File: src/gsmsu_pkg.sv
`timescale 1ns / 1ps
// ----------------------------------------------------------------------------
// gsmsu_pkg
// Shared types and constants of the GSM septet unpacker: the septet entry
// that moves from the unpacking front end to the escape back end, and the
// extension table lookup.
// ----------------------------------------------------------------------------
package gsmsu_pkg;

  localparam logic [6:0] EscSeptet  = 7'h1B;
  localparam logic [7:0] EscChar    = 8'h1B;
  localparam int unsigned SeptetW   = 7;

  // One septet that counts toward the message.
  typedef struct packed {
    logic                clr;     // first septet of a new message
    logic                last;    // final counted septet of the message
    logic [SeptetW-1:0]  septet;
  } sept_entry_t;

  typedef struct packed {
    logic       hit;
    logic [7:0] chr;
  } ext_map_t;

  // Extension table: septet that follows an escape -> mapped character.
  function automatic ext_map_t ext_lookup(logic [SeptetW-1:0] s);
    ext_map_t r;
    r.hit = 1'b1;
    case (s)
      7'h14:   r.chr = 8'h5E;
      7'h28:   r.chr = 8'h7B;
      7'h29:   r.chr = 8'h7D;
      7'h2F:   r.chr = 8'h5C;
      7'h3C:   r.chr = 8'h5B;
      7'h3D:   r.chr = 8'h7E;
      7'h3E:   r.chr = 8'h5D;
      7'h40:   r.chr = 8'h7C;
      7'h65:   r.chr = 8'h80;
      default: begin
        r.hit = 1'b0;
        r.chr = 8'h00;
      end
    endcase
    return r;
  endfunction

endpackage

File: src/gsmsu_front.sv
`timescale 1ns / 1ps
// ----------------------------------------------------------------------------
// gsmsu_front
// Accepts packed bytes, unpacks them into septets with the carried bits,
// counts septets against the message length and queues the counted ones.
// ----------------------------------------------------------------------------
module gsmsu_front #(
  parameter int MAX_SEPTETS = 160
) (
  input  logic                   clk_i,
  input  logic                   rst_ni,
  input  logic                   in_valid_i,
  output logic                   in_ready_o,
  input  logic [7:0]             packed_byte_i,
  input  logic                   first_byte_i,
  input  logic [7:0]             message_septets_i,
  output logic                   push_o,
  output gsmsu_pkg::sept_entry_t push_entry_o,
  input  logic                   full_i
);
  import gsmsu_pkg::*;

  localparam logic [7:0] MaxCnt = 8'(MAX_SEPTETS);

  logic [2:0]  grp_q, grp_d;
  logic [6:0]  carry_q, carry_d;
  logic [7:0]  left_q, left_d;
  logic        hold_q, hold_d;
  sept_entry_t hold_entry_q, hold_entry_d;

  logic        accept;
  logic [2:0]  g_eff;
  logic [3:0]  g_next;
  logic [6:0]  c_eff;
  logic [7:0]  left_eff, left1, cnt_sat;
  logic [14:0] shl;
  logic [7:0]  shr;
  logic [6:0]  s1, carry_new;

  assign in_ready_o = !hold_q && !full_i;
  assign accept     = in_valid_i && in_ready_o;

  always_comb begin
    cnt_sat   = (message_septets_i > MaxCnt) ? MaxCnt : message_septets_i;
    g_eff     = first_byte_i ? 3'd0 : grp_q;
    c_eff     = first_byte_i ? 7'd0 : carry_q;
    left_eff  = first_byte_i ? cnt_sat : left_q;
    shl       = {7'd0, packed_byte_i} << g_eff;
    s1        = shl[6:0] | c_eff;
    shr       = packed_byte_i >> (3'd7 - g_eff);
    carry_new = shr[6:0];
    g_next    = {1'b0, g_eff} + 4'd1;
    left1     = (left_eff != 8'd0) ? (left_eff - 8'd1) : left_eff;

    push_o       = 1'b0;
    push_entry_o = hold_entry_q;
    if (hold_q) begin
      push_o = !full_i;
    end else if (accept && (left_eff != 8'd0)) begin
      push_o              = 1'b1;
      push_entry_o.clr    = first_byte_i;
      push_entry_o.last   = (left_eff == 8'd1);
      push_entry_o.septet = s1;
    end

    grp_d        = grp_q;
    carry_d      = carry_q;
    left_d       = left_q;
    hold_d       = hold_q && full_i;
    hold_entry_d = hold_entry_q;
    if (accept) begin
      if (g_next == 4'd7) begin
        // seventh byte of a group releases an eighth septet from its carry
        grp_d   = 3'd0;
        carry_d = 7'd0;
        if (left1 != 8'd0) begin
          hold_d              = 1'b1;
          hold_entry_d.clr    = 1'b0;
          hold_entry_d.last   = (left1 == 8'd1);
          hold_entry_d.septet = carry_new;
          left_d              = left1 - 8'd1;
        end else begin
          left_d = left1;
        end
      end else begin
        grp_d   = g_next[2:0];
        carry_d = carry_new;
        left_d  = left1;
      end
    end
  end

  always_ff @(posedge clk_i or negedge rst_ni) begin
    if (!rst_ni) begin
      grp_q        <= '0;
      carry_q      <= '0;
      left_q       <= '0;
      hold_q       <= 1'b0;
      hold_entry_q <= '0;
    end else begin
      grp_q        <= grp_d;
      carry_q      <= carry_d;
      left_q       <= left_d;
      hold_q       <= hold_d;
      hold_entry_q <= hold_entry_d;
    end
  end

  a_hold_blocks_input: assert property (@(posedge clk_i) disable iff (!rst_ni)
    hold_q |-> !in_ready_o) else $error("input taken while eighth septet waits");

  a_no_push_full: assert property (@(posedge clk_i) disable iff (!rst_ni)
    push_o |-> !full_i) else $error("septet pushed into full queue");

endmodule

File: src/gsmsu_fifo.sv
`timescale 1ns / 1ps
// ----------------------------------------------------------------------------
// gsmsu_fifo
// Two-entry queue of septet entries between front and back end.
// ----------------------------------------------------------------------------
module gsmsu_fifo (
  input  logic                   clk_i,
  input  logic                   rst_ni,
  input  logic                   push_i,
  input  gsmsu_pkg::sept_entry_t push_entry_i,
  output logic                   full_o,
  input  logic                   pop_i,
  output logic                   valid_o,
  output gsmsu_pkg::sept_entry_t head_o
);
  import gsmsu_pkg::*;

  sept_entry_t mem_q [2];
  logic        wr_ptr_q, rd_ptr_q;
  logic [1:0]  cnt_q;

  assign full_o  = (cnt_q == 2'd2);
  assign valid_o = (cnt_q != 2'd0);
  assign head_o  = mem_q[rd_ptr_q];

  always_ff @(posedge clk_i) begin
    if (push_i) begin
      mem_q[wr_ptr_q] <= push_entry_i;
    end
  end

  always_ff @(posedge clk_i or negedge rst_ni) begin
    if (!rst_ni) begin
      wr_ptr_q <= 1'b0;
      rd_ptr_q <= 1'b0;
      cnt_q    <= 2'd0;
    end else begin
      if (push_i) wr_ptr_q <= !wr_ptr_q;
      if (pop_i)  rd_ptr_q <= !rd_ptr_q;
      cnt_q <= cnt_q + {1'b0, push_i} - {1'b0, pop_i};
    end
  end

  a_no_pop_empty: assert property (@(posedge clk_i) disable iff (!rst_ni)
    pop_i |-> valid_o) else $error("pop from empty queue");

endmodule

File: src/gsmsu_back.sv
`timescale 1ns / 1ps
// ----------------------------------------------------------------------------
// gsmsu_back
// Resolves escape pairs on the septet stream and drives the output register,
// one character per cycle when not stalled; a pair's second waits in a slot.
// ----------------------------------------------------------------------------
module gsmsu_back (
  input  logic                   clk_i,
  input  logic                   rst_ni,
  input  logic                   valid_i,
  input  gsmsu_pkg::sept_entry_t head_i,
  output logic                   pop_o,
  output logic                   out_valid_o,
  input  logic                   out_ready_i,
  output logic [7:0]             character_o,
  output logic                   end_of_message_o
);
  import gsmsu_pkg::*;

  logic       esc_q;
  logic       out_valid_q;
  logic [7:0] out_chr_q;
  logic       out_eom_q;
  logic       second_q;
  logic [7:0] second_chr_q;
  logic       second_eom_q;

  logic       slot_free, esc_eff, esc_next, is_esc;
  logic [1:0] n_res;
  logic [7:0] r1, r2;
  logic       e1, e2;
  ext_map_t   ext;

  assign slot_free = !out_valid_q || out_ready_i;
  assign pop_o     = valid_i && slot_free && !second_q;

  always_comb begin
    esc_eff  = esc_q && !head_i.clr;   // a new message drops a stale escape
    is_esc   = (head_i.septet == EscSeptet);
    ext      = ext_lookup(head_i.septet);
    n_res    = 2'd0;
    r1       = {1'b0, head_i.septet};
    r2       = {1'b0, head_i.septet};
    e1       = 1'b0;
    e2       = 1'b0;
    esc_next = 1'b0;
    if (esc_eff && ext.hit) begin
      n_res = 2'd1;
      r1    = ext.chr;
      e1    = head_i.last;
    end else if (esc_eff) begin
      // escape passes through, septet handled on its own
      r1 = EscChar;
      if (is_esc && !head_i.last) begin
        n_res    = 2'd1;
        esc_next = 1'b1;
      end else begin
        n_res = 2'd2;
        r2    = is_esc ? EscChar : {1'b0, head_i.septet};
        e2    = head_i.last;
      end
    end else if (is_esc) begin
      if (head_i.last) begin
        n_res = 2'd1;
        r1    = EscChar;
        e1    = 1'b1;
      end else begin
        esc_next = 1'b1;
      end
    end else begin
      n_res = 2'd1;
      e1    = head_i.last;
    end
  end

  always_ff @(posedge clk_i or negedge rst_ni) begin
    if (!rst_ni) begin
      esc_q        <= 1'b0;
      out_valid_q  <= 1'b0;
      out_chr_q    <= '0;
      out_eom_q    <= 1'b0;
      second_q     <= 1'b0;
      second_chr_q <= '0;
      second_eom_q <= 1'b0;
    end else begin
      if (slot_free && second_q) begin
        out_valid_q <= 1'b1;
        out_chr_q   <= second_chr_q;
        out_eom_q   <= second_eom_q;
        second_q    <= 1'b0;
      end else if (pop_o) begin
        esc_q        <= esc_next;
        out_valid_q  <= (n_res != 2'd0);
        out_chr_q    <= r1;
        out_eom_q    <= e1;
        second_q     <= (n_res == 2'd2);
        second_chr_q <= r2;
        second_eom_q <= e2;
      end else if (out_ready_i) begin
        out_valid_q <= 1'b0;
      end
    end
  end

  assign out_valid_o      = out_valid_q;
  assign character_o      = out_chr_q;
  assign end_of_message_o = out_eom_q;

  a_second_behind_first: assert property (@(posedge clk_i) disable iff (!rst_ni)
    second_q |-> out_valid_q) else $error("second character without first");

  a_second_from_pop: assert property (@(posedge clk_i) disable iff (!rst_ni)
    $rose(second_q) |-> $past(pop_o)) else $error("second slot filled without pop");

endmodule

File: src/gsm_septet_unpack_escape.sv
`timescale 1ns / 1ps
// ----------------------------------------------------------------------------
// gsm_septet_unpack_escape
// GSM 7-bit default alphabet unpacker with escape-pair resolution.
// ----------------------------------------------------------------------------
// Feed packed SMS user-data bytes on the slave stream, with tuser high on the
// first byte of a message and the message length in septets in tdata[15:8]
// of that byte (values above MAX_SEPTETS saturate). Each byte yields one
// septet; the seventh byte of every group yields a second one from its carry.
// Septets past the count are dropped. The escape 0x1B followed by an
// extension code comes out as one mapped character; otherwise the escape
// passes through as 0x1B. tlast marks the message's final character,
// including a trailing escape. Rate: a byte can be accepted every cycle,
// except the cycle after the seventh byte of a group, in which that byte's
// eighth septet enters the queue when it still counts (8 septets per
// 7 bytes); a full queue also holds the input. The back end sends at most
// one character per cycle, held while the receiver is not ready; an escape
// passing through with a following character yields two characters. A
// two-entry septet queue lets input and output stall independently.
// ----------------------------------------------------------------------------
module gsm_septet_unpack_escape #(
  parameter int MAX_SEPTETS = 160
) (
  input  logic        clk_i,
  input  logic        rst_ni,
  input  logic        s_axis_tvalid,
  output logic        s_axis_tready,
  input  logic [15:0] s_axis_tdata,   // [7:0] packed_byte, [15:8] message_septets
  input  logic        s_axis_tuser,   // [0] first_byte
  output logic        m_axis_tvalid,
  input  logic        m_axis_tready,
  output logic [7:0]  m_axis_tdata,   // [7:0] character
  output logic        m_axis_tlast    // end_of_message
);
  import gsmsu_pkg::*;

  // front end to queue
  logic        push, full;
  sept_entry_t push_entry;
  // queue to back end
  logic        pop, q_valid;
  sept_entry_t head;

  gsmsu_front #(
    .MAX_SEPTETS (MAX_SEPTETS)
  ) u_front (
    .clk_i             (clk_i),
    .rst_ni            (rst_ni),
    .in_valid_i        (s_axis_tvalid),
    .in_ready_o        (s_axis_tready),
    .packed_byte_i     (s_axis_tdata[7:0]),
    .first_byte_i      (s_axis_tuser),
    .message_septets_i (s_axis_tdata[15:8]),
    .push_o            (push),
    .push_entry_o      (push_entry),
    .full_i            (full)
  );

  gsmsu_fifo u_fifo (
    .clk_i        (clk_i),
    .rst_ni       (rst_ni),
    .push_i       (push),
    .push_entry_i (push_entry),
    .full_o       (full),
    .pop_i        (pop),
    .valid_o      (q_valid),
    .head_o       (head)
  );

  gsmsu_back u_back (
    .clk_i            (clk_i),
    .rst_ni           (rst_ni),
    .valid_i          (q_valid),
    .head_i           (head),
    .pop_o            (pop),
    .out_valid_o      (m_axis_tvalid),
    .out_ready_i      (m_axis_tready),
    .character_o      (m_axis_tdata),
    .end_of_message_o (m_axis_tlast)
  );

endmodule

File: config.mk
export PLATFORM = sky130hd
export DESIGN_NAME = gsm_septet_unpack_escape
export DESIGN_NICKNAME = d
export VERILOG_FILES = /design/src/gsmsu_pkg.sv /design/src/gsmsu_front.sv /design/src/gsmsu_fifo.sv /design/src/gsmsu_back.sv /design/src/gsm_septet_unpack_escape.sv
export SDC_FILE = /design/constraint.sdc
export NUM_CORES = 1
export LEC_CHECK = 0
export BUFFER_PORTS_ARGS = -buffer_cell sky130_fd_sc_hd__buf_2
export CAP_MARGIN = 15
export CORE_MARGIN = 2
export CORE_UTILIZATION = 40
export CTS_BUF_LIST = sky130_fd_sc_hd__clkbuf_16
export CTS_CLUSTER_SIZE = 20
export DETAILED_ROUTE_END_ITERATION = 10
export SYNTH_ARGS = -nofsm -noshare
export SYNTH_HDL_FRONTEND = slang
export SYNTH_SLANG_ARGS = --single-unit
File: constraint.sdc
create_clock -name clk_i -period 3.4 [get_ports clk_i]
set_clock_uncertainty 0.2 [all_clocks]
set_input_delay 0.34 -clock clk_i [delete_from_list [all_inputs] [get_ports clk_i]]
set_output_delay 0.34 -clock clk_i [all_outputs]
set_load 0.05 [all_outputs]
==> flow_summary.toml <==
[cts]
insertion_delay_ns = 0.33
root_buffer = "clkbuf_16"
cts_tree = "built"
clk_pin_slew_ns = 0.06
clock_sinks = 69
cts.path.max_buffers = 2
cts_buffers = 9
ctsHtreeMaxLevel = 3

[logic_synthesis]
yosys_warnings = 0
synth_area_um2 = 4410
synth_ff_type = "dfrtp_1"
syn-mean-instance-area_um2 = 9.47
synth_edf_count = 18
syn_nets = 496
ys_async_sr_fraction = 0.739
synth-seq-cells = 69
synth_cell_types = 72
netlist_instances = 466
ys_seq_area_frac = 0.412

[floorplanning]
die_y_um = 109
initial_core_util = 0.409
ioPinCount = 32
die_w_um = 109
dieArea_um2 = 11900
coreArea_um2 = 10800
num_rows = 38

[drt]
routedWlPerCell_um = 15.4
drc = 0
firstDrtPassIters = 5
via_per_inst = 5.54
drtIter0Drc = 198
ant_nets = 0
vias = 3666
routed_wl_um = 10200

[sta]
hold_violations = 0
period_needed_ns = 3.13
min_period_over_period = 0.919
drv_slew = 0
layout_setup_ws_ns = 0.274
finalSetupViolations = 0
rsz0062_at_grt = "no"
max_slew_margin = 0.376
fmax_mhz = 320
tns_ns = 0
worst_pin_slew_ns = 0.934

[worst_setup_path]
crit_type = "register to register"
crit_arrival_ns = 3.14
cp_max_fo = 6
worstPathRequired_ns = 3.41
cp-start-kind = "register"
worstSetupEndpointType = "register"
reg2reg_depth = 13

[placed_design]
port_buffers = 31
dp_cells = 645
dpl.hpwl_um = 7850
post-place-ws_ns = -0.00851
globalplace.congestion = 0.866

[layout]
layout_commonest_cell = "nand2_1"
drive_gt1_frac = 0.232
area_growth_pct = 18.5
diodes = 0
fin_nets = 547
stdcell_count = 662
final_util = 0.484
final_cell_mix = "62 x nand2_1, 51 x dfrtp_1, 40 x o21ai_0, 39 x nor2_1, 33 x buf_4"

[grt]
grtUsageTotal = 0.187
grt_antenna_before_repair = 0
grt_max_degree = 41
grt_pass1_wl_um = 17300
overflow = 0
grt_pass1_vias = 3497

[pwr]
p_leak_uw = 0.00221
power-per-cell-area_nw_per_um2 = 845
ir_drop_mv = 0.467
power_uw = 4420

[worst_hold_path]
hold_class = "primary input to register"
holdPathStages = 4

[status]
run_status = "finished, final reports clean"

[run]
cap_violations = 0
## layer usage
metal / global-route usage / vias to the layer above / share of wire
met5: 0 / - / 0
met4: 0.0568 / 0 / 0.0089
met2: 0.299 / 91 / 0.46
li1: - / 1825 / -
met1: 0.255 / 1740 / 0.50
met3: 0.0383 / 10 / 0.034
## final cells by class
type                    instances  area [µm²]
fillers                      1001        5560
flip-flops and latches         69        1820
clock buffers                  10         250
well taps                     140         175
multi-input cells             359        2460
inverters                      13        48.8
clock inverters                 6        66.3
repair buffers                 65         413
## registers in the layout, indices dropped and copies added (netlist names)
| register | flops |
|---|---|
| u_fifo.mem_q | 18 |
| u_back.character_o | 8 |
| u_front.hold_entry_q | 8 |
| u_front.left_q | 8 |
| u_back.second_chr_q | 7 |
| u_front.carry_q | 7 |
| u_front.grp_q | 3 |
| u_fifo.cnt_q | 2 |
| u_back.end_of_message_o | 1 |
| u_back.esc_q | 1 |
| u_back.out_valid_o | 1 |
| u_back.second_eom_q | 1 |
| u_back.second_q | 1 |
| u_fifo.rd_ptr_q | 1 |
| u_fifo.wr_ptr_q | 1 |
| u_front.hold_q | 1 |
## critical path: stages, from the launching register on
cell	delay, ns
dfrtp_1	0.40
nor2b_1	0.15
or2_4	0.23
inv_2	0.05
ha_2	0.23
o31ai_4	0.10
nor2_4	0.19
nand2_1	0.11
o21ai_2	0.08
ha_2	0.22
inv_2	0.05
o41ai_4	0.32
or2_1	0.35
mux2_4	0.33
## synthesized netlist by cell type, drive strengths merged, types with 9 or more instances
cell / instances / area share
mux2: 14 / 0.040
inv: 13 / 0.011
ha: 9 / 0.026
o22ai: 9 / 0.014
a21oi: 17 / 0.019
edfxtp: 18 / 0.12
o21ai: 44 / 0.050
nor3: 14 / 0.017
clkbuf: 18 / 0.015
a22o: 10 / 0.020
nand2: 62 / 0.053
dfrtp: 51 / 0.29
mux2i: 26 / 0.062
nor2: 40 / 0.034
## stage by stage
step | area (µm²) | hold WS (ns)
finish | 5230 | 0.185
global route | 5230 | 0.204
CTS | 5230 | 0.172
detailed placement | 4900 | 0.270
global placement | 4900 | 0.263
floorplan | 4480 | -0.156
## path summary, 6_finish.rpt
path                       slack, ns                    from                       to
max in group asynchronous       1.80                  rst_ni        u_front.left_q[3]
setup / recovery                0.27       u_front.left_q[0]  u_front.hold_entry_q[3]
min in group asynchronous       0.48                  rst_ni      u_back.second_eom_q
hold reg to reg                 0.28  u_back.second_chr_q[1]   u_back.second_chr_q[1]
hold / removal                  0.19           m_axis_tready       u_back.out_valid_o
setup reg to reg                0.27       u_front.left_q[0]  u_front.hold_entry_q[3]
## cell families after synthesis
| family | share of synthesized area |
|---|---|
| fa+ha+maj | 0.0255 |
| flops | 0.412 |
| xor+xnor | 0.0218 |
| compound gates | 0.232 |
| mux | 0.102 |
| simple gates | 0.168 |
| buf+inv | 0.0391 |
## where the power goes
| group | internal [µW] | leakage, µW | switching [µW] |
|---|---|---|---|
| Sequential | 1170 | 0.000820 | 257 |
| Combinational | 798 | 0.00123 | 1220 |
| Clock | 616 | 0.000155 | 356 |
| Total | 2590 | 0.00221 | 1830 |
## repair_timing
action | 4_1_cts | 5_1_grt
hold buffers | 1 | 0
hold endpoints to repair | 39 | 0
buffers inserted | 0 | 0
gates resized for setup | 0 | 0
(Power assumes the default switching activity.)
